--- config.mk ---
export PLATFORM = sky130hd
export DESIGN_NAME = mrs_front
export DESIGN_NICKNAME = d
export VERILOG_FILES = /design/src/design/masked_running_statistics_defines.svh /design/src/design/mrs_pkg.sv /design/src/design/mrs_front.sv
export SDC_FILE = /design/constraint.sdc
export NUM_CORES = 2
export LEC_CHECK = 0
export BUFFER_PORTS_ARGS = -buffer_cell sky130_fd_sc_hd__buf_2
export CAP_MARGIN = 20
export CELL_PAD_IN_SITES_DETAIL_PLACEMENT = 0
export CELL_PAD_IN_SITES_GLOBAL_PLACEMENT = 1
export CORE_MARGIN = 1
export CORE_UTILIZATION = 50
export DETAILED_ROUTE_END_ITERATION = 12
export PLACE_DENSITY = 0.84
export SETUP_SLACK_MARGIN = 0.15
export SLEW_MARGIN = 0
export SYNTH_ARGS = -nofsm -noshare
export SYNTH_HDL_FRONTEND = slang
export SYNTH_SLANG_ARGS = --single-unit
--- constraint.sdc ---
create_clock -name clk -period 18.08 [get_ports clk]
set_clock_uncertainty 0.15 [all_clocks]
set_input_delay 2.712 -clock clk [delete_from_list [all_inputs] [get_ports clk]]
set_output_delay 2.712 -clock clk [all_outputs]
set_load 0.005 [all_outputs]
--- src/design/masked_running_statistics_defines.svh ---
// Assertion macros shared by the design files.
`ifndef MASKED_RUNNING_STATISTICS_DEFINES_SVH
`define MASKED_RUNNING_STATISTICS_DEFINES_SVH

// Assert that an implication holds at every clock edge outside reset.
`define MRS_ASSERT_IMP(label, clk, rst, lhs, rhs) \
  label: assert property (@(posedge clk) disable iff (rst) (lhs) |-> (rhs)) \
    else $error("assertion failed");

// Assert that an implication holds in the next cycle, outside reset.
`define MRS_ASSERT_NEXT(label, clk, rst, lhs, rhs) \
  label: assert property (@(posedge clk) disable iff (rst) (lhs) |=> (rhs)) \
    else $error("assertion failed");

`endif

--- src/design/mrs_pkg.sv ---
`timescale 1ns / 1ps
package mrs_pkg;

  localparam int SampleBitsDefault = 24;
  localparam int CountBitsDefault  = 16;
  localparam int OutBits           = 24;
  localparam int SumBits           = 40;
  localparam int SqBits            = 64;
  localparam int CntOutBits        = 16;

  typedef enum logic [1:0] {
    ST_OK       = 2'd0,
    ST_NO_GOOD  = 2'd1,
    ST_PRIOR    = 2'd2,
    ST_OVERFLOW = 2'd3
  } status_t;

  // Snapshot of one finished set, handed from the front to the back.
  typedef struct packed {
    logic signed [OutBits-1:0] max_v;
    logic signed [OutBits-1:0] min_v;
    logic signed [SumBits-1:0] sum;
    logic [SqBits-1:0]         sumsq;
    logic [CntOutBits-1:0]     count;
    status_t                   status;
  } set_t;

  typedef enum logic [2:0] {
    BK_IDLE,
    BK_DIV,
    BK_MEAN_SQ,
    BK_SQRT,
    BK_DONE
  } back_state_t;

endpackage

--- src/design/mrs_front.sv ---
`timescale 1ns / 1ps
module mrs_front #(
  parameter int SAMPLE_BITS = mrs_pkg::SampleBitsDefault,
  parameter int COUNT_BITS  = mrs_pkg::CountBitsDefault
) (
  input  logic                clk,
  input  logic                rst,
  input  logic                take,
  input  logic [23:0]         sample,
  input  logic                sample_bad,
  input  logic                prior_error,
  input  logic                last,
  output logic                set_valid,
  output mrs_pkg::set_t       set_data
);

  localparam logic signed [SAMPLE_BITS-1:0] SMax = {1'b0, {(SAMPLE_BITS-1){1'b1}}};
  localparam logic signed [SAMPLE_BITS-1:0] SMin = {1'b1, {(SAMPLE_BITS-1){1'b0}}};
  localparam logic [COUNT_BITS-1:0] CMax = {COUNT_BITS{1'b1}};

  logic signed [SAMPLE_BITS-1:0] running_max, running_min, s;
  logic signed [mrs_pkg::SumBits-1:0] running_sum;
  logic [mrs_pkg::SqBits-1:0] running_sum_squares;
  logic [COUNT_BITS-1:0] good_total;
  logic error_seen, overflow_seen;

  logic signed [SAMPLE_BITS-1:0] max_next, min_next;
  logic signed [mrs_pkg::SumBits-1:0] sum_next;
  logic [mrs_pkg::SqBits-1:0] sq_next;
  logic [COUNT_BITS-1:0] cnt_next;
  logic err_next, ovf_next, acc;
  logic signed [2*SAMPLE_BITS-1:0] prod;

  assign s    = sample[SAMPLE_BITS-1:0];
  assign prod = s * s;
  assign acc  = !sample_bad && good_total != CMax;

  always_comb begin
    max_next = running_max;
    min_next = running_min;
    sum_next = running_sum;
    sq_next  = running_sum_squares;
    cnt_next = good_total;
    err_next = error_seen | prior_error;
    ovf_next = overflow_seen | (!sample_bad && good_total == CMax);
    if (acc) begin
      if (s > running_max) max_next = s;
      if (s < running_min) min_next = s;
      sum_next = running_sum + mrs_pkg::SumBits'(s);
      sq_next  = running_sum_squares + mrs_pkg::SqBits'(unsigned'(prod));
      cnt_next = good_total + 1'b1;
    end
  end

  always_ff @(posedge clk) begin
    if (rst) begin
      running_max         <= SMin;
      running_min         <= SMax;
      running_sum         <= '0;
      running_sum_squares <= '0;
      good_total          <= '0;
      error_seen          <= 1'b0;
      overflow_seen       <= 1'b0;
      set_valid           <= 1'b0;
    end else begin
      set_valid <= take && last;
      if (take) begin
        if (last) begin
          // Snapshot the set and clear for the next one.
          set_data.max_v <= mrs_pkg::OutBits'(max_next);
          set_data.min_v <= mrs_pkg::OutBits'(min_next);
          set_data.sum   <= sum_next;
          set_data.sumsq <= sq_next;
          set_data.count <= mrs_pkg::CntOutBits'(cnt_next);
          priority if (err_next) set_data.status <= mrs_pkg::ST_PRIOR;
          else if (ovf_next) set_data.status <= mrs_pkg::ST_OVERFLOW;
          else if (cnt_next == '0) set_data.status <= mrs_pkg::ST_NO_GOOD;
          else set_data.status <= mrs_pkg::ST_OK;
          running_max         <= SMin;
          running_min         <= SMax;
          running_sum         <= '0;
          running_sum_squares <= '0;
          good_total          <= '0;
          error_seen          <= 1'b0;
          overflow_seen       <= 1'b0;
        end else begin
          running_max         <= max_next;
          running_min         <= min_next;
          running_sum         <= sum_next;
          running_sum_squares <= sq_next;
          good_total          <= cnt_next;
          error_seen          <= err_next;
          overflow_seen       <= ovf_next;
        end
      end
    end
  end

endmodule

==> flow_metrics.env <==
export IMPL_status="completed"
export IMPL_grt_overflow=0
export IMPL_htreeDepth=2
export IMPL_rows=100
export IMPL_crit_path_frequent_cell="fa_1"
export IMPL_cts_clk_slew_worst_paths_ns=0.06
export IMPL_grt_pass1_vias=28214
export IMPL_grt_max_degree=95
export IMPL_avgSynthCellArea_um2=9.41
export IMPL_final_max_slew_viol_count=0
export IMPL_drive_gt1_share_pct=8.69
export IMPL_synthCells=4024
export IMPL_ys_seq_area_share_pct=22.5
export IMPL_yosys_warnings=0
export IMPL_cts_tree="done"
export IMPL_finalSetupViolCount=0
export IMPL_vias=28449
export IMPL_antenna_cells=0
export IMPL_dieWidth_um=277
export IMPL_ys_ff_latch=341
export IMPL_post_route_drc_count=0
export IMPL_postSynth_asyncResetShare_pct=0
export IMPL_end_kind="register"
export IMPL_fillCellCount=6659
export IMPL_clockBufferDepth=3
export IMPL_cts_made_buffers=41
export IMPL_setup_tns_ns=0
export IMPL_worstMarginPinSlew_ns=1.06
export IMPL_cts_root_buf="clkbuf_16"
export IMPL_core_um2=74700
export IMPL_fin_crit_ns=13.15
export IMPL_hpwl_um=79200
export IMPL_post_cts_buffers=0
export IMPL_wirelength_um=104000
export IMPL_synth_area_um2=37900
export IMPL_start_kind="input port"
export IMPL_clk_latency_ns=0.59
export IMPL_hold_class="reg2reg"
export IMPL_synth_ff_type="dfxtp_1"
export IMPL_cts_hold_buf=0
export IMPL_antenna_found_initial=4
export IMPL_die_h_um=277
export IMPL_syn_num_nets=4902
export IMPL_design_area_um2=41300
export IMPL_ctsResizeCount=0
export IMPL_relSlewSlack_pct=29.0
export IMPL_path_max_fanout=23
export IMPL_critPathArrivalTime_ns=13.47
export IMPL_die_area_um2=76800
export IMPL_boundaryPins=201
export IMPL_slowest_delay_ns=0.80
export IMPL_cp_slowest_cell="fa_1"
export IMPL_path_class="in2reg"
export IMPL_finalHoldViolCount=0
export IMPL_routabilityCongestion=0.915
export IMPL_placed_area_um2=39800
export IMPL_required_ns=18.40
export IMPL_initial_core_util_pct=50.7
export IMPL_grt_use_total_pct=27.5
export IMPL_drt_iter0_markers=2013
export IMPL_port_buffers=200
export IMPL_area_delta_synth_final_pct=9.00
export IMPL_wl_per_cell_um=20.3
export IMPL_first_pass_iters=6
export IMPL_fin_crit_sh_pct=72.7
export IMPL_ant_nets=0
export IMPL_clock_sinks=341
export IMPL_final_core_util_pct=55.3
export IMPL_synth_cell_type_count=70
export IMPL_rsz0062_at_grt="false"
export IMPL_drv_cap=0
export IMPL_drt_vias_per_instance=5.53
export IMPL_clock_fmax_mhz=76.0
export IMPL_grt_pass1_wl_um=162000
export IMPL_synth_edff_count=170
export IMPL_nets=5020
-- worst paths after layout --
path | cells after the start | slack (ns) | startpoint | end
worst max-delay path | 34 | 4.93 | sample[1] | running_sum_squares[56]
worst min-delay path | 2 | 0.34 | running_sum[30] | running_sum[30]
worst max register to register | 13 | 13.09 | running_max[23] | running_max[12]
worst min register to register | 2 | 0.34 | running_sum[30] | running_sum[30]
-- cells by family (layout without fill, tap and decap cells) --
logic type | after synthesis | in the layout | synth area share [%]
flops | 341 | 341 | 22.5
buf+inv | 928 | 1079 | 9.20
xor+xnor | 173 | 173 | 4.00
fa+ha+maj | 848 | 848 | 39.1
mux | 40 | 40 | 1.14
simple gates | 950 | 950 | 11.2
compound gates | 744 | 744 | 12.8
-- state kept, by name, indices dropped and copies added (netlist names) --
name / count
set_data: 170
running_sum_squares: 64
running_sum: 40
running_max: 24
running_min: 24
good_total: 16
error_seen: 1
overflow_seen: 1
set_valid: 1
-- critical path: cells and delay by family --
kind            cells  cell delay, ns
compound gates     13            3.45
fa+ha+maj           9            4.66
buf+inv             5            0.88
simple gates        6            1.60
xor+xnor            1            0.15
-- per-stage QoR --
stage	setup WS, ns	instances	hold WS (ns)
after floorplan	2.37	4024	0.301
after global placement	4.75	5068	0.318
after detailed placement	4.52	5068	0.331
after CTS	5.07	5144	0.340
after global routing	4.37	5144	0.356
final	4.93	5144	0.336
-- routing by layer --
metal / global-route usage, % / vias to the layer above / wire [µm]
met5: 0 / - / 34
met4: 8.42 / 4 / 3060
met3: 4.56 / 138 / 7120
met2: 44.7 / 866 / 49500
met1: 37.7 / 14199 / 44700
li1: - / 13242 / -
-- cell usage after synthesis, types with 94 or more instances --
library cell / n / area [µm²]
a21o_1: 111 / 833
a21oi_1: 134 / 671
and2_1: 94 / 588
clkbuf_1: 155 / 582
dfxtp_1: 171 / 3420
edfxtp_1: 170 / 5100
fa_1: 559 / 11200
ha_1: 289 / 3620
inv_1: 758 / 2850
nand2_1: 468 / 1760
nor2_1: 198 / 743
o21ai_0: 224 / 1120
xnor2_1: 110 / 963
-- cells in the final DEF (no fill, tap or decap), drive strengths merged, types with 19 or more instances in the layout --
cell type	count
a31oi	26
mux2	25
ha	289
xnor2	110
nor2	198
and3	22
clkinv	26
a21o	111
nand4	36
nor3	27
nand2	468
dfxtp	171
o211ai	19
clkbuf	51
fa	559
buf	237
nor2b	19
a22o	31
xor2	63
a22oi	51
a21oi	135
o21ai	227
and2	94
nand3	26
edfxtp	170
inv	759
-- cell type report --
cell class	count	area, µm²	share of cell area (%)
sequential	341	8530	20.7
tap	969	1210	2.94
clock buffer	51	1130	2.75
timing repair buffer	237	1280	3.10
inverter	766	2880	6.97
clock inverter	25	327	0.791
multi-input combinational	2755	25900	62.8
Power is not shown: default switching activity piles up to over one toggle a cycle in this logic, so the estimate is an artifact.
