--- src/design/masked_running_statistics_defines.svh ---
// Assertion macros shared by the design files.
`ifndef MASKED_RUNNING_STATISTICS_DEFINES_SVH
`define MASKED_RUNNING_STATISTICS_DEFINES_SVH

// Assert that an implication holds at every clock edge outside reset.
`define MRS_ASSERT_IMP(label, clk, rst, lhs, rhs) \
  label: assert property (@(posedge clk) disable iff (rst) (lhs) |-> (rhs)) \
    else $error("assertion failed");

// Assert that an implication holds in the next cycle, outside reset.
`define MRS_ASSERT_NEXT(label, clk, rst, lhs, rhs) \
  label: assert property (@(posedge clk) disable iff (rst) (lhs) |=> (rhs)) \
    else $error("assertion failed");

`endif

--- src/design/mrs_pkg.sv ---
`timescale 1ns / 1ps
package mrs_pkg;

  localparam int SampleBitsDefault = 24;
  localparam int CountBitsDefault  = 16;
  localparam int OutBits           = 24;
  localparam int SumBits           = 40;
  localparam int SqBits            = 64;
  localparam int CntOutBits        = 16;

  typedef enum logic [1:0] {
    ST_OK       = 2'd0,
    ST_NO_GOOD  = 2'd1,
    ST_PRIOR    = 2'd2,
    ST_OVERFLOW = 2'd3
  } status_t;

  // Snapshot of one finished set, handed from the front to the back.
  typedef struct packed {
    logic signed [OutBits-1:0] max_v;
    logic signed [OutBits-1:0] min_v;
    logic signed [SumBits-1:0] sum;
    logic [SqBits-1:0]         sumsq;
    logic [CntOutBits-1:0]     count;
    status_t                   status;
  } set_t;

  typedef enum logic [2:0] {
    BK_IDLE,
    BK_DIV,
    BK_MEAN_SQ,
    BK_SQRT,
    BK_DONE
  } back_state_t;

endpackage

--- src/design/mrs_back.sv ---
`timescale 1ns / 1ps
`include "masked_running_statistics_defines.svh"
module mrs_back (
  input  logic                clk,
  input  logic                rst,
  input  logic                start,
  input  mrs_pkg::set_t       set_data,
  input  logic                hold,
  output logic                busy,
  output logic                done,
  output logic [23:0]         max_value,
  output logic [23:0]         min_value,
  output logic [23:0]         mean_value,
  output logic [23:0]         rms_value,
  output logic [23:0]         sigma_value,
  output logic [15:0]         good_count,
  output logic [1:0]          result_status
);

  mrs_pkg::back_state_t state, state_next;
  mrs_pkg::set_t job;

  // Two restoring dividers: each quotient builds one bit a cycle.
  logic [63:0] rem1, q1;   // sumsq / count
  logic [39:0] rem0, q0;   // |sum| / count
  logic [6:0]  cnt;
  logic [64:0] t1;
  logic [40:0] t0;
  logic signed [39:0] mean_s;
  logic [47:0] m2;
  logic [63:0] ms, var_v;
  // Two square-root units, one digit per cycle.
  logic [63:0] sv0, sb0, sr0, sv1, sb1, sr1;
  logic [5:0]  scnt;

  assign t1 = {rem1, q1[63]} - {49'd0, job.count};
  assign t0 = {rem0, q0[39]} - {25'd0, job.count};
  // var uses the product registered last cycle
  assign var_v = (ms > 64'(m2)) ? ms - 64'(m2) : 64'd0;
  assign busy = state != mrs_pkg::BK_IDLE;
  assign done = state == mrs_pkg::BK_DONE;

  always_comb begin
    state_next = state;
    unique case (state)
      mrs_pkg::BK_IDLE:    if (start) state_next = (set_data.status == mrs_pkg::ST_OK)
                                         ? mrs_pkg::BK_DIV : mrs_pkg::BK_DONE;
      mrs_pkg::BK_DIV:     if (cnt == 7'd63) state_next = mrs_pkg::BK_MEAN_SQ;
      mrs_pkg::BK_MEAN_SQ: state_next = mrs_pkg::BK_SQRT;
      mrs_pkg::BK_SQRT:    if (scnt == 6'd31) state_next = mrs_pkg::BK_DONE;
      mrs_pkg::BK_DONE:    if (!hold) state_next = mrs_pkg::BK_IDLE;
      default:             state_next = mrs_pkg::BK_IDLE;
    endcase
  end

  always_ff @(posedge clk) begin
    if (rst) state <= mrs_pkg::BK_IDLE;
    else state <= state_next;
  end

  always_ff @(posedge clk) begin
    unique case (state)
      mrs_pkg::BK_IDLE: begin
        job  <= set_data;
        cnt  <= '0;
        scnt <= '0;
        rem1 <= '0;
        rem0 <= '0;
        q1   <= set_data.sumsq;
        q0   <= set_data.sum[39] ? 40'(-set_data.sum) : 40'(set_data.sum);
      end
      mrs_pkg::BK_DIV: begin
        cnt <= cnt + 7'd1;
        if (!t1[64]) begin
          rem1 <= t1[63:0];
          q1   <= {q1[62:0], 1'b1};
        end else begin
          rem1 <= {rem1[62:0], q1[63]};
          q1   <= {q1[62:0], 1'b0};
        end
        // 40-bit divide runs its last 40 steps.
        if (cnt >= 7'd24) begin
          if (!t0[40]) begin
            rem0 <= t0[39:0];
            q0   <= {q0[38:0], 1'b1};
          end else begin
            rem0 <= {rem0[38:0], q0[39]};
            q0   <= {q0[38:0], 1'b0};
          end
        end
      end
      mrs_pkg::BK_MEAN_SQ: begin
        mean_s <= job.sum[39] ? 40'(-q0) : 40'(q0);
        m2     <= q0[23:0] * q0[23:0];
        ms     <= q1;
        sv0 <= q1; sr0 <= '0; sb0 <= 64'h4000_0000_0000_0000;
      end
      mrs_pkg::BK_SQRT: begin
        scnt <= scnt + 6'd1;
        if (scnt == 6'd0) begin
          sv1 <= var_v; sr1 <= '0; sb1 <= 64'h4000_0000_0000_0000;
        end else begin
          if (sv1 >= sr1 + sb1) begin
            sv1 <= sv1 - (sr1 + sb1);
            sr1 <= (sr1 >> 1) + sb1;
          end else sr1 <= sr1 >> 1;
          sb1 <= sb1 >> 2;
        end
        if (sv0 >= sr0 + sb0) begin
          sv0 <= sv0 - (sr0 + sb0);
          sr0 <= (sr0 >> 1) + sb0;
        end else sr0 <= sr0 >> 1;
        sb0 <= sb0 >> 2;
      end
      default: ;
    endcase
  end

  // The sigma root loads var in its first root step; finish its last step at output.
  logic [63:0] sr1_fin;
  always_comb begin
    if (sv1 >= sr1 + sb1) sr1_fin = (sr1 >> 1) + sb1;
    else sr1_fin = sr1 >> 1;
  end

  logic ok;
  assign ok = job.status == mrs_pkg::ST_OK;
  assign max_value     = ok ? job.max_v : '0;
  assign min_value     = ok ? job.min_v : '0;
  assign mean_value    = ok ? mean_s[23:0] : '0;
  assign rms_value     = ok ? sr0[23:0] : '0;
  assign sigma_value   = ok ? sr1_fin[23:0] : '0;
  assign good_count    = job.count;
  assign result_status = job.status;

  `MRS_ASSERT_IMP(a_start_idle, clk, rst, start, state == mrs_pkg::BK_IDLE)
  `MRS_ASSERT_NEXT(a_done_idle, clk, rst, done && !hold, state == mrs_pkg::BK_IDLE)
  `MRS_ASSERT_IMP(a_nogood_zero, clk, rst,
    done && job.status == mrs_pkg::ST_NO_GOOD, job.count == '0)

endmodule

--- config.mk ---
export PLATFORM = sky130hd
export DESIGN_NAME = mrs_back
export DESIGN_NICKNAME = d
export VERILOG_FILES = /design/src/design/mrs_pkg.sv /design/src/design/mrs_back.sv
export VERILOG_INCLUDE_DIRS = /design/src /design/src/design
export SDC_FILE = /design/constraint.sdc
export NUM_CORES = 2
export LEC_CHECK = 0
export ABC_AREA = 1
export BUFFER_PORTS_ARGS = -buffer_cell sky130_fd_sc_hd__buf_2
export CAP_MARGIN = 10
export CORE_AREA = 8 8 465 559
export CTS_CLUSTER_DIAMETER = 30
export DETAILED_ROUTE_END_ITERATION = 10
export DIE_AREA = 0 0 473 567
export PLACE_DENSITY = 0.54
export SKIP_LAST_GASP = 1
export SYNTH_ARGS = -nofsm -noshare
export SYNTH_HDL_FRONTEND = slang
export SYNTH_SLANG_ARGS = --single-unit
--- constraint.sdc ---
create_clock -name clk -period 15.6 [get_ports clk]
set_input_delay 1.56 -clock clk [delete_from_list [all_inputs] [get_ports clk]]
set_output_delay 1.56 -clock clk [all_outputs]
set_load 0.005 [all_outputs]
==> flow_metrics.py <==
metrics = {
    "run_status": {
        "status": "finished, final reports clean",
    },
    "finish": {
        "ff_latch_area_um2": 22340,
        "syn_to_final_growth_pct": 14.06,
        "fillers": 27216,
        "nets": 14802,
        "layout-drive-gt1-share_pct": 5.909,
        "fin_area_um2": 99590,
        "multiInputGateArea_um2": 53240,
    },
    "critical_path": {
        "crit_end": "sigma_value[18]",
        "startpoint": "sr1[6]",
        "regToRegSetupSlack_ns": 8.48,
        "worstPathRequired_ns": 14.04,
        "path_class": "reg -> out",
        "endpoint_kind": "primary output",
        "crit_path_start_kind": "flop",
        "path_max_fanout": 46,
        "arrival_ns": 6.46,
        "r2r_cells": 24,
        "rr_endpoint": "m2[43]",
        "r2r_start": "q0[11]",
    },
    "sta": {
        "post-route-min-period_ns": 8.022,
        "slew_headroom_pct": 22.06,
        "drv_slew": 0,
        "rsz0062_at_grt": "no",
        "fin_ws_ns": 7.578,
        "skew_ns": 0.08585,
        "worst_pin_slew_ns": 1.168,
        "clock.fmax_mhz": 124.7,
        "setup_viol": 0,
        "post-route-period-util_pct": 51.42,
        "hold_viol": 0,
        "finalSetupTns_ns": 0,
    },
    "detailed_routing": {
        "drc": 0,
        "drt_wl_total_um": 336900,
        "vias_per_cell": 4.915,
        "wl_per_cell_um": 19.54,
        "drtAntennaViolNets": 0,
        "drtIter0Drc": 6213,
        "route.vias.total": 84730,
        "drt_pass1_iterations": 6,
    },
    "clock_network": {
        "cts_hold_buf": 0,
        "cts_setup_buffers": 0,
        "cts_tree": "built",
        "clock-root-buffer": "clkbuf_16",
        "clkSinkCount": 745,
        "clk_pin_slew_ns": 0.05,
        "cts.htree.levels": 4,
        "cts.path.max_buffers": 4,
        "clk_latency_ns": 0.88,
        "cts_resized": 0,
        "cts-buffers-inserted": 218,
    },
    "die": {
        "initial_core_util_pct": 34.82,
        "placementRows": 202,
        "die_area_um2": 268200,
        "die-width_um": 473,
        "io_pins": 314,
        "die_h_um": 567,
        "core-area_um2": 250700,
    },
    "worst_hold_path": {
        "worstHoldPathType": "reg -> reg",
        "holdCritStartpoint": "q1[36]",
    },
    "synthesis": {
        "synth_cell_types": 59,
        "syn_area_um2": 87310,
        "yosysWarnings": 0,
        "synth-edff-count": 742,
        "synth_flop_cell": "edfxtp_1",
        "synth-async-reset-ratio_pct": 0,
        "synth_fp_nets": 14502,
        "avgSynthCellArea_um2": 6.526,
        "synth-seq-cells": 745,
        "seq_area_frac_synth_pct": 25.59,
        "syn_inst": 13378,
    },
    "place": {
        "dpl_cell_area_um2": 92260,
        "dpl_worst_slack_ns": 8.474,
        "port_buffers": 313,
        "hpwl_um": 275300,
        "gp_congestion": 1.017,
    },
    "global_routing": {
        "grt_max_degree": 133,
        "overflow": 0,
        "grt_pass1_wl_um": 505700,
        "track_usage_pct": 24.26,
        "grt_antenna_before_repair": 14,
        "grt_pass1_vias": 84815,
    },
    "job": {
        "cap_violations": 0,
    },
}
area by class of cell:
cell class	count	share of cell area, %
clock inverters	164	1.768
repair buffers	368	2.013
well taps	3366	4.229
diodes	13	0.03267
inverters	2783	10.51
clock buffers	239	5.557
flip-flops and latches	745	22.43
multi-input cells	9562	53.46
Yosys cell counts (25+ instances only):
master,count,area [um^2]
nand2_1,4477,16800
inv_1,2765,10380
nor2_1,1335,5011
nand3_1,848,4244
edfxtp_1,742,22280
a21oi_1,589,2948
ha_1,522,6531
fa_1,428,8568
o21ai_0,400,2002
xor2_1,212,1857
clkbuf_1,172,645.6
nor3_1,140,700.7
xnor2_1,135,1182
nand4_1,128,800.8
nand3b_1,72,540.5
buf_2,52,260.3
o21bai_1,48,360.4
or2_2,29,181.4
buf_4,27,202.7
a21o_1,25,187.7
critical path, stage by stage (launching register included):
cell	delay [ns]
edfxtp_1	0.50
ha_1	0.40
nand2_1	0.11
o21ai_0	0.28
a21oi_1	0.11
o21ai_0	0.59
nand2_1	0.10
nand2_1	0.27
a21oi_1	0.14
xor2_1	0.33
ha_1	0.37
nand2_1	0.12
inv_1	0.05
a21oi_1	0.24
o21ai_1	0.14
inv_1	0.07
nand2_1	0.09
a21oi_4	0.13
buf_4	0.52
nand2_4	0.49
nand2_1	0.25
a21oi_1	0.08
buf_2	0.17
flip-flops by register name, indices dropped and copies added, names as in the netlist:
signal,flops
sv1,64
q1,64
result_status,2
state,3
m2,46
sr0,64
rem0,40
sr1,64
sb1,32
rem1,64
scnt,6
sb0,32
mean_s,24
cnt,7
sv0,64
q0,40
good_count,16
ms,64
job,49
per-stage QoR:
step                util, %  std cells  hold slack, ns
finish                39.72      17240          0.4477
global route          39.71      17234          0.4674
CTS                   39.71      17227          0.4510
detailed placement    36.80      16824          0.4390
global placement      36.79      16823          0.4340
floorplan                 -      13378          0.4264
per-layer routing:
| metal | track usage, % | wire length [um] | up-vias |
|---|---|---|---|
| met5 | 0 | 48 | - |
| met4 | 14.22 | 23680 | 8 |
| met3 | 2.992 | 17030 | 813 |
| met2 | 42.02 | 160400 | 2510 |
| met1 | 28.85 | 135800 | 39326 |
| li1 | - | - | 42073 |
worst min path at each step:
stage / slack [ns] / cells after the start / endpoint
2_1_floorplan: 0.43 / 0 / ms[2]
4_1_cts: 0.45 / 0 / ms[38]
5_1_grt: 0.47 / 0 / ms[34]
6_report: 0.45 / 0 / ms[36]
3_3_place_gp: 0.43 / 0 / ms[39]
3_5_place_dp: 0.44 / 0 / ms[38]
cell families after synthesis:
group,share of synthesized area (%)
adder cells (fa/ha/maj),17.29
XOR/XNOR,3.481
buffers and inverters,13.51
flip-flops,25.59
AO/OA/AOI/OAI,6.916
AND/OR/NAND/NOR,33.21
placed cells by master, fill, tap and decap left out, types with 19 or more instances in the layout:
| cell type | instances |
|---|---|
| clkinvlp_4 | 36 |
| fa_1 | 428 |
| inv_1 | 2763 |
| clkinv_1 | 31 |
| xnor2_1 | 135 |
| nand3_1 | 848 |
| nand4_1 | 128 |
| o21ai_1 | 24 |
| nand2_1 | 4476 |
| clkbuf_16 | 218 |
| nor4_1 | 19 |
| clkinv_2 | 36 |
| clkinv_4 | 19 |
| xor2_1 | 212 |
| edfxtp_1 | 742 |
| or2_2 | 29 |
| a21o_1 | 25 |
| nor3_1 | 139 |
| buf_4 | 53 |
| buf_2 | 313 |
| ha_1 | 522 |
| o21bai_1 | 48 |
| a21oi_1 | 589 |
| nor2_1 | 1330 |
| o21ai_0 | 400 |
| nand3b_1 | 72 |
| bufinv_16 | 27 |
| and2_1 | 21 |
| clkbuf_1 | 21 |
Power is not shown: default switching activity piles up to over one toggle a cycle in this logic, so the estimate is an artifact.
