<file path="src/design/masked_running_statistics_defines.svh">
// Assertion macros shared by the design files.
`ifndef MASKED_RUNNING_STATISTICS_DEFINES_SVH
`define MASKED_RUNNING_STATISTICS_DEFINES_SVH

// Assert that an implication holds at every clock edge outside reset.
`define MRS_ASSERT_IMP(label, clk, rst, lhs, rhs) \
  label: assert property (@(posedge clk) disable iff (rst) (lhs) |-> (rhs)) \
    else $error("assertion failed");

// Assert that an implication holds in the next cycle, outside reset.
`define MRS_ASSERT_NEXT(label, clk, rst, lhs, rhs) \
  label: assert property (@(posedge clk) disable iff (rst) (lhs) |=> (rhs)) \
    else $error("assertion failed");

`endif

</file>
<file path="src/design/mrs_queue.sv">
`timescale 1ns / 1ps
`include "masked_running_statistics_defines.svh"
module mrs_queue #(
  parameter int W = 1
) (
  input  logic         clk,
  input  logic         rst,
  input  logic         wr,
  input  logic [W-1:0] wdata,
  input  logic         rd,
  output logic         full,
  output logic         empty,
  output logic [W-1:0] rdata
);

  logic [W-1:0] mem [2];
  logic wp, rp;
  logic [1:0] cnt;

  assign full  = cnt == 2'd2;
  assign empty = cnt == 2'd0;
  assign rdata = mem[rp];

  always_ff @(posedge clk) begin
    if (wr && !full) mem[wp] <= wdata;
  end

  always_ff @(posedge clk) begin
    if (rst) begin
      wp <= 1'b0; rp <= 1'b0; cnt <= '0;
    end else begin
      if (wr && !full) wp <= ~wp;
      if (rd && !empty) rp <= ~rp;
      cnt <= cnt + 2'(wr && !full) - 2'(rd && !empty);
    end
  end

  `MRS_ASSERT_IMP(a_cnt_range, clk, rst, 1'b1, cnt != 2'd3)
  `MRS_ASSERT_NEXT(a_fill, clk, rst, empty && wr, !empty)

endmodule

</file>
<file path="config.mk">
export PLATFORM = sky130hd
export DESIGN_NAME = mrs_queue
export DESIGN_NICKNAME = d
export VERILOG_FILES = /design/src/design/mrs_queue.sv
export VERILOG_INCLUDE_DIRS = /design/src /design/src/design
export SDC_FILE = /design/constraint.sdc
export NUM_CORES = 1
export LEC_CHECK = 0
export BUFFER_PORTS_ARGS = -buffer_cell sky130_fd_sc_hd__buf_2
export CORE_AREA = 8 8 45 47
export DETAILED_ROUTE_END_ITERATION = 6
export DIE_AREA = 0 0 53 55
export HOLD_SLACK_MARGIN = 0.06
export PLACE_DENSITY = 0.52
export SYNTH_ARGS = -nofsm -noshare
export SYNTH_HDL_FRONTEND = slang
export SYNTH_SLANG_ARGS = --single-unit
export TNS_END_PERCENT = 50
</file>
<file path="constraint.sdc">
create_clock -name clk -period 2.1 [get_ports clk]
set_input_delay 0.63 -clock clk [delete_from_list [all_inputs] [get_ports clk]]
set_output_delay 0.63 -clock clk [all_outputs]
set_load 0.1 [all_outputs]
</file>
==> key figures, run 1 <==
Critical path
  • Critical path class: register to output pin
  • Reg2reg setup slack: 550 ps
  • Critical path endpoint category: output pin
  • Worst EP arrival: 1260 ps
  • Worst r2r path cells: 8
  • R2R Path Start: cnt[0]
  • Setup crit start kind: register
  • Crit path max fanout: 4
  • Reg2reg end: cnt[1]
  • Worst EP required: 1470 ps

Timing
  • Setup slack after layout: 208 ps
  • Fmax: 0.528 GHz
  • Tcrit/Tclk final: 0.901
  • RSZ-0062 raised after global routing: no
  • Final Hold Viols: 0
  • Relative slew slack: 0.679
  • Clock skew: 4.30 ps
  • Final setup viols: 0
  • Minimum clock period: 1890 ps
  • Total negative setup slack: 0 ps
  • Least-Margin Pin Slew: 486 ps
  • Fin. max-slew vios: 0

Detailed routing
  • Vias/cell: 3.79
  • Wire per inst: 8.54 um
  • DRC viols: 0
  • Final ANT Viol Nets: 0
  • Drt pass-1 iters: 1
  • Post-detailed-routing wire length: 487 um
  • Vias: 216
  • Drt initial violations: 0

GRT
  • Pin count of the biggest net entering global routing: 6
  • Number of global-route vias before repair: 202
  • Final global-route overflow total: 0
  • GRT Util Overall: 0.0406
  • Global route hottest layer: met2
  • Met3 Track Usage GR: 0.0561
  • Met1 Usage GRT: 0.0277
  • First-pass GRT wire length: 738 um
  • Antenna violations before repair: 0
  • Met2 track demand over resource: 0.0625

Logic synthesis
  • Syn Inst Count: 30
  • YS warnings: 0
  • Count of cell types in the netlist: 19
  • Syn_nets: 37
  • Avg Inst Size Synth: 10.2 um^2
  • Seq/Total Area, Yosys: 0.525
  • Area of the mapped netlist: 305 um^2
  • Post-synthesis register bit count: 7

Final layout
  • FILL cells: 162
  • Area growth syn-to-layout: 27.5%
  • Commonest non-fill, non-tap cell in the layout: buf_2
  • Ant diodes: 0
  • Commonest non-fill, non-tap cells in the layout: 7 x buf_2, 5 x dfxtp_1, 3 x inv_1, 3 x nor2_1, 3 x clkbuf_4
  • Share of layout cells above drive strength 1: 0.366
  • Final nets: 49
  • Fin cells: 57

Clocking
  • Clock root buffer: clkbuf_4
  • Htree depth: 1
  • Clock latency on the worst-skew pair: 250 ps
  • Clk pin slew, worst setup/hold paths: 50 ps
  • TritonCTS clock tree: built
  • # clock sinks: 7
  • Num CTS Buffers: 3
  • Post-CTS setup buffer count: 0
  • Clock Tree Buf Depth: 2
  • # resized after CTS: 0
  • Post-CTS Hold Buffers: 0

Min path
  • Hold Path Depth: 2
  • WHS Endpoint: wp
  • Hold_sp: wp
  • Hold Path Class: register to register

Placement
  • Port Buf Inserts: 7
  • Final Wtd Congestion: 0.717
  • Placed cell count: 53
  • Detail Placement HPWL: 390 um
  • DP Worst Slack: 274 ps

Floorplanning
  • Initial core utilization: 0.221
  • Die Height: 55 um
  • Core Box Area: 1380 um^2
  • I/O pin cnt: 8
  • Number of placement rows: 14
  • Die X-Extent: 53 um
  • Die ar.: 2920 um^2

Status
  • Status: finished, final reports clean

Job
  • Max-cap viol count: 0
[worst max-delay path: stages, from the launching register on]
cell and delay (ps):
dfxtp_1 330, nand2b_2 210, inv_2 60, buf_2 410
[synth_stat cells]
| master | count | area share |
|---|---|---|
| inv_1 | 3 | 0.037 |
| mux2_2 | 1 | 0.037 |
| edfxtp_1 | 2 | 0.20 |
| o21ai_0 | 1 | 0.016 |
| nand2b_2 | 1 | 0.029 |
| xnor2_1 | 1 | 0.029 |
| inv_2 | 1 | 0.012 |
| or3_1 | 1 | 0.021 |
| nand2_1 | 1 | 0.012 |
| xor2_1 | 1 | 0.029 |
| nor2b_1 | 1 | 0.021 |
| a21oi_1 | 1 | 0.016 |
| ha_1 | 2 | 0.082 |
| o21a_1 | 1 | 0.025 |
| dfxtp_1 | 5 | 0.33 |
| and3_2 | 1 | 0.025 |
| nor3_1 | 1 | 0.016 |
| and2_1 | 1 | 0.021 |
| nor2_1 | 4 | 0.049 |
[cell type report]
class,instances,area (um^2),share of cell area
clock buffer,4,26.3,0.0675
inverter,4,15.0,0.0386
multi-input combinational,19,133,0.341
sequential,7,160,0.412
tap,16,20.0,0.0514
timing repair buffer,7,35.0,0.0900
[kinds of logic after synthesis]
logic type	Yosys count	share of synthesized area
DFF	7	0.525
xor gates and xnor gates	2	0.0574
AOI/OAI and AO/OA	3	0.0574
adders and majority gates	2	0.0820
and+or+nand+nor	11	0.193
muxes	1	0.0369
buffers and inverters	4	0.0492
[how the worst max path moves through the flow]
| stage | start | endpoint | slack, ps | depth (start not counted) |
|---|---|---|---|---|
| after global routing | cnt[0] | full | 140 | 3 |
| after global placement | rd | cnt[1] | 280 | 8 |
| final | cnt[0] | full | 210 | 3 |
| after floorplan | cnt[1] | empty | 330 | 1 |
| after detailed placement | rd | cnt[1] | 270 | 8 |
| after CTS | cnt[0] | full | 190 | 3 |
[routing by layer]
| layer | vias up | routed length (um) |
|---|---|---|
| met2 | 6 | 235 |
| met3 | 0 | 57 |
| met1 | 92 | 193 |
| met5 | - | 0 |
| li1 | 118 | - |
| met4 | 0 | 0 |
[stage by stage]
step           cell area, um^2   util  hold slack (ps)
6_report                   389  0.281              483
5_1_grt                    389  0.281              510
4_1_cts                    389  0.281              491
3_5_place_dp               363  0.262              482
3_3_place_gp               363  0.262              475
2_1_floorplan              308      -              451
Power of run 1 is not shown: default switching activity piles up to over one toggle a cycle in this logic, so the estimate is an artifact.
==> run 2: changes to the inputs <==
--- a/config.mk
+++ b/config.mk
@@ -6,12 +6,13 @@
 export SDC_FILE = /design/constraint.sdc
 export NUM_CORES = 1
 export LEC_CHECK = 0
+export ABC_AREA = 1
 export BUFFER_PORTS_ARGS = -buffer_cell sky130_fd_sc_hd__buf_2
 export CORE_AREA = 8 8 45 47
 export DETAILED_ROUTE_END_ITERATION = 6
 export DIE_AREA = 0 0 53 55
 export HOLD_SLACK_MARGIN = 0.06
-export PLACE_DENSITY = 0.52
+export PLACE_DENSITY = 0.55
 export SYNTH_ARGS = -nofsm -noshare
 export SYNTH_HDL_FRONTEND = slang
 export SYNTH_SLANG_ARGS = --single-unit
==> run 2 against run 1 <==
Clock skew shrank 0.98 ps. Fmax grew 1.5%. Via count grew 30%. First-iteration DRC count grew 1. Cell area grew 10%. Count of clock-buffer cells in the layout is the same. Largest cell class unchanged. Synthesized area grew 12%. Non-clock buffer count is the same. Final cell count grew 21%. Critical path depth grew 1. Critical endpoint unchanged. Register-to-register slack lost 30 ps.
==> key figures, run 2 <==
Final layout
  • Share of layout cells above drive strength 1: 0.302 (-0.0640)
  • Commonest non-fill, non-tap cell in the layout: inv_1
  • FILL cells: 162 (unchanged)
  • Final nets: 61 (+24%)
  • Area growth syn-to-layout: 25.2%
  • Commonest non-fill, non-tap cells in the layout: 10 x inv_1, 7 x nand2_1, 7 x buf_2
  • Area of the multi-input gates: 150 um^2 (+13%)
  • Reg area: 160 um^2 (unchanged)
  • Ant diodes: 0 (unchanged)

Floorplanning
  • Number of placement rows: 14 (unchanged)
  • Die X-Extent: 53 um (unchanged)
  • Die Height: 55 um (unchanged)
  • I/O pin cnt: 8 (unchanged)
  • Die ar.: 2920 um^2 (unchanged)
  • Core Box Area: 1380 um^2 (unchanged)
  • Initial core utilization: 0.248 (+0.0271)

Logic synthesis
  • Post-synthesis register bit count: 7 (unchanged)
  • Post-Synth XOR/XNOR Area: 0 (-0.0574)
  • Seq/Total Area, Yosys: 0.467 (-0.0574)
  • Area of the mapped netlist: 343 um^2 (+12%)
  • Synth Area in Compound Gates: 0.0292 (-0.0282)
  • Most frequent cell after synthesis: inv_1
  • Ys async rst share: 0 (unchanged)
  • Most common flop cell mapped by yosys: dfxtp_1
  • YS warnings: 0 (unchanged)
  • Avg Inst Size Synth: 8.16 um^2 (-20%)
  • Main combinational cell family by area after synthesis: simple AND/OR/NAND/NOR gates
  • Most common library cells after synthesis: 10 x inv_1, 7 x nand2_1, 6 x nor2_1
  • Share of synthesized area spent on multiplexers: 0.0328 (-0.00404)
  • Largest area contributor in the netlist: dfxtp_1
  • Adder-Cell Fraction of Synth Area: 0.0730 (-0.00897)
  • Top post-synthesis cells by area: dfxtp_1 29%, edfxtp_1 18%, inv_1 11%, nand2_1 7.7%, ha_1 7.3%
  • Syn_nets: 49 (+32%)
  • Syn Inst Count: 42 (+40%)
  • Count of cell types in the netlist: 13 (-6)
  • Post-Synth Simple-Gate Area: 0.288 (+0.0957)
  • Synth top area share: 0.292 (-0.0359)
  • Post-synth EDFFs: 2 (unchanged)

Clocking
  • TritonCTS clock tree: built
  • Clk pin slew, worst setup/hold paths: 50 ps (about the same)
  • Clock root buffer: clkbuf_4
  • Num CTS Buffers: 3 (unchanged)
  • Clock Tree Buf Depth: 2 (unchanged)
  • Clock latency on the worst-skew pair: 250 ps (about the same)
  • Post-CTS Hold Buffers: 0 (unchanged)
  • # resized after CTS: 0 (unchanged)
  • Post-CTS setup buffer count: 0 (unchanged)
  • # clock sinks: 7 (unchanged)
  • Htree depth: 1 (unchanged)

Critical path
  • R2R Path Start: cnt[0]
  • Reg2reg end: cnt[1]
  • Worst r2r path cells: 10 (+2)
  • Reg2reg setup slack: 520 ps (-30 ps)
  • Worst EP arrival: 1230 ps (-30 ps)
  • Critical path class: register to output pin
  • Critical path endpoint category: output pin
  • Setup crit start kind: register
  • Crit path max fanout: 4 (unchanged)
  • Worst EP required: 1470 ps (about the same)

Status
  • Status: finished, final reports clean

Timing
  • RSZ-0062 raised after global routing: no
  • Final setup viols: 0 (unchanged)
  • Clock skew: 3.32 ps (-0.982 ps)
  • Total negative setup slack: 0 ps (unchanged)
  • Minimum clock period: 1860 ps (-27.5 ps)
  • Relative slew slack: 0.678 (about the same)
  • Tcrit/Tclk final: 0.888 (-0.0131)
  • Final Hold Viols: 0 (unchanged)
  • Least-Margin Pin Slew: 486 ps (+0.721 ps)
  • Setup slack after layout: 235 ps (+27.5 ps)
  • Fmax: 0.536 GHz (+1.5%)
  • Fin. max-slew vios: 0 (unchanged)

GRT
  • Final global-route overflow total: 0 (unchanged)
  • First-pass GRT wire length: 1100 um (+49%)
  • Antenna violations before repair: 0 (unchanged)
  • Number of global-route vias before repair: 273 (+35%)
  • GRT Util Overall: 0.0554 (+0.0148)
  • Pin count of the biggest net entering global routing: 5 (-1)

Detailed routing
  • Vias/cell: 4.06 (+7.1%)
  • Vias: 280 (+30%)
  • Drt initial violations: 1 (+1)
  • Final ANT Viol Nets: 0 (unchanged)
  • Drt pass-1 iters: 2 (+1)
  • DRC viols: 0 (unchanged)
  • Wire per inst: 8.46 um (-0.94%)
  • Post-detailed-routing wire length: 584 um (+20%)

Min path
  • WHS Endpoint: rp
  • Hold Path Depth: 2 (unchanged)
  • Hold Path Class: register to register
  • Hold_sp: rp

Placement
  • Final Wtd Congestion: 0.662 (-7.7%)
  • DP Worst Slack: 323 ps (+48.5 ps)
  • Detail Placement HPWL: 508 um (+30%)
  • Port Buf Inserts: 7 (unchanged)

Job
  • Max-cap viol count: 0 (unchanged)
==> run 2: cell count changes after synthesis, moves of 2 or more <==
cell,before,now
nor2_2,0,2
inv_1,3,10
nand3_1,0,2
nand2_1,1,7
nor2_1,4,6
==> run 2: worst max-delay path by stage <==
stage	start	slack (ps)	end	cells past startpoint
floorplan	cnt[1]	300	cnt[1]	9
global placement	rd	330	cnt[1]	10
detailed placement	rd	320	cnt[1]	10
CTS	cnt[0]	210	full	4
global route	cnt[1]	170	full	3
finish	cnt[0]	240	full	4
==> run 2: kinds of logic (layout without fill, tap and decap cells) <==
group,after synthesis,in the layout
flops,7,7
mux,1,1
fa+ha+maj,2,2
buf+inv,10,21
simple gates,20,20
compound gates,2,2
==> run 2: worst max-delay path, stage by stage (launching register included) <==
cell	delay, ps
dfxtp_1	340
inv_1	90
nand2_2	80
inv_1	60
buf_2	410
==> run 2: layout make-up <==
| cell class | count | area share |
|---|---|---|
| inverter | 10 | 0.0875 |
| tap | 16 | 0.0466 |
| sequential | 7 | 0.373 |
| multi-input combinational | 25 | 0.350 |
| clock buffer | 4 | 0.0612 |
| timing repair buffer | 7 | 0.0816 |
==> run 2: per-layer routing <==
layer	vias up	track usage	part of all wire
li1	150	-	-
met1	122	0.0506	0.40
met2	8	0.0781	0.47
met3	0	0.0588	0.12
met4	0	0.0259	0
met5	-	0	0
==> run 2: stage by stage <==
step                      instances  utilization  instance area, um^2  hold slack [ps]
final                            69        0.310                  429              515
after global placement           65        0.291                  403              502
after floorplan                  42            -                  348              474
after global routing             69        0.310                  429              535
after detailed placement         65        0.291                  403              510
after CTS                        69        0.310                  429              523
Power of run 2 is left out for the same reason.
==> run 3: changes to the inputs <==
--- a/config.mk
+++ b/config.mk
@@ -12,7 +12,7 @@
 export DETAILED_ROUTE_END_ITERATION = 6
 export DIE_AREA = 0 0 53 55
 export HOLD_SLACK_MARGIN = 0.06
-export PLACE_DENSITY = 0.55
+export PLACE_DENSITY = 0.57
 export SYNTH_ARGS = -nofsm -noshare
 export SYNTH_HDL_FRONTEND = slang
 export SYNTH_SLANG_ARGS = --single-unit
==> constraint.sdc (replaced) <==
create_clock -name clk -period 1.6 [get_ports clk]
set_input_delay 0.48 -clock clk [delete_from_list [all_inputs] [get_ports clk]]
set_output_delay 0.48 -clock clk [all_outputs]
set_load 0.1 [all_outputs]
==> run 3 against run 2 <==
First-iteration DRC count grew to 4.0 times the previous value. Critical path depth shrank 2. Sequential share of layout area decreased by 2.7 points. Cell area grew 11%. Clock skew down 2.3 ps. Utilization rose by 3.4 points. Non-clock buffer count is the same.
==> key figures, run 3 (same netlist as run 2, synthesis figures left out) <==
Detailed routing
  • Vias: 267 (-4.6%)
  • Wire per inst: 8.51 um (+0.51%)
  • Vias/cell: 3.87 (-4.6%)
  • DRC viols: 0 (unchanged)
  • Drt initial violations: 4 (+3)
  • Final ANT Viol Nets: 0 (unchanged)
  • Drt pass-1 iters: 4 (+2)
  • Post-detailed-routing wire length: 587 um (+0.51%)

Floorplanning
  • Die ar.: 2920 um^2 (unchanged)
  • I/O pin cnt: 8 (unchanged)
  • Initial core utilization: 0.248 (unchanged)
  • Core Box Area: 1380 um^2 (unchanged)
  • Die X-Extent: 53 um (unchanged)
  • Number of placement rows: 14 (unchanged)
  • Die Height: 55 um (unchanged)

Final layout
  • FILL cells: 145 (-10%)
  • Area growth syn-to-layout: 39.1%
  • Design Area, Final: 477 um^2 (+11%)
  • Fin util: 0.344 (+0.0344)
  • Final nets: 61 (unchanged)
  • Commonest non-fill, non-tap cell in the layout: inv_1
  • Reg area: 165 um^2 (+3.1%)
  • Ant diodes: 0 (unchanged)
  • Commonest non-fill, non-tap cells in the layout: 10 x inv_1, 7 x nand2_1, 6 x nor2_1
  • Area of the multi-input gates: 153 um^2 (+1.7%)
  • Share of layout cells above drive strength 1: 0.358 (+0.0566)

Clocking
  • Htree depth: 1 (unchanged)
  • Clock latency on the worst-skew pair: 250 ps (about the same)
  • Clk pin slew, worst setup/hold paths: 50 ps (about the same)
  • Post-CTS Hold Buffers: 0 (unchanged)
  • Clock Tree Buf Depth: 2 (unchanged)
  • Num CTS Buffers: 3 (unchanged)
  • TritonCTS clock tree: built
  • # clock sinks: 7 (unchanged)
  • Clock root buffer: clkbuf_4

Timing
  • Least-Margin Pin Slew: 152 ps (-334 ps)
  • Relative slew slack: 0.898 (+0.220)
  • Fmax: 0.640 GHz
  • Clock skew: 1.04 ps (-2.28 ps)
  • RSZ-0062 raised after global routing: yes
  • Final setup viols: 0 (unchanged)
  • Fin. max-slew vios: 0 (unchanged)
  • Final Hold Viols: 0 (unchanged)
  • WHS: 393 ps (-122 ps)
  • Setup slack after layout: 38.0 ps (-197 ps)
  • Minimum clock period: 1560 ps
  • Tcrit/Tclk final: 0.976

GRT
  • Number of global-route vias before repair: 259 (-5.1%)
  • Final global-route overflow total: 0 (unchanged)
  • GRT Util Overall: 0.0487 (-0.00666)
  • First-pass GRT wire length: 972 um (-11%)
  • Antenna violations before repair: 0 (unchanged)
  • Pin count of the biggest net entering global routing: 5 (unchanged)

Critical path
  • Critical path class: register to output pin
  • Crit path max fanout: 1 (-3)
  • Worst EP required: 1120 ps (-350 ps)
  • Setup crit start kind: register
  • Worst EP arrival: 1080 ps (-150 ps)
  • Critical path endpoint category: output pin

Placement
  • DP Worst Slack: 7.54 ps (-315 ps)
  • Detail Placement HPWL: 480 um (-5.4%)
  • Final Wtd Congestion: 0.714 (+7.8%)
  • Port Buf Inserts: 7 (unchanged)
  • Placed Area: 437 um^2 (+8.4%)

Job
  • Max-cap viol count: 0 (unchanged)

Min path
  • Hold Path Class: primary input to register

Status
  • Status: finished, final reports clean
-- run 3: cell count changes in the layout (fill, tap and decap cells not counted) --
| cell | delta |
|---|---|
| dfxtp_2 | +1 |
| buf_2 | -3 |
| buf_8 | +1 |
| buf_12 | +2 |
| dfxtp_4 | +1 |
| ha_2 | +1 |
| dfxtp_1 | -2 |
| ha_1 | -1 |
-- run 3: cell type report --
cell class	count	area share
tap	16	0.0420
inverter	10	0.0787
clock buffer	4	0.0551
timing repair buffer	7	0.157
sequential	7	0.346
multi-input combinational	25	0.320
-- run 3: path summary, 6_finish.rpt --
path,from,end,slack (ps),depth (start not counted)
setup reg to reg,cnt[0],cnt[1],120,11
hold reg to reg,rp,register,510,2
setup / recovery,register,rdata,40,2
hold / removal,rst,cnt[0],390,2
-- run 3: per-stage QoR --
step	TNS [ps]	std cells
after floorplan	-212	42
after global placement	0	65
after detailed placement	0	65
after CTS	0	69
after global routing	-20.0	69
final	0	69
-- run 3: critical path, cell delays in order, from the launching register on --
cell	delay (ps)
dfxtp_1	310
mux2_2	340
buf_8	180
-- run 3: routing by layer --
metal,part of all wire,vias to the layer above,global-route usage
li1,-,150,-
met1,0.42,109,0.0473
met2,0.46,8,0.0684
met3,0.12,0,0.0455
met4,0,0,0.0259
met5,0,-,0
-- run 3: what timing repair did --
| item | in CTS | in global routing |
|---|---|---|
| setup endpoints to repair | 1 | 3 |
| resized for setup | 2 | 3 |
| buffers inserted | 0 | 0 |
| endpoints found under the hold margin | 0 | 0 |
Power of run 3 is left out for the same reason.
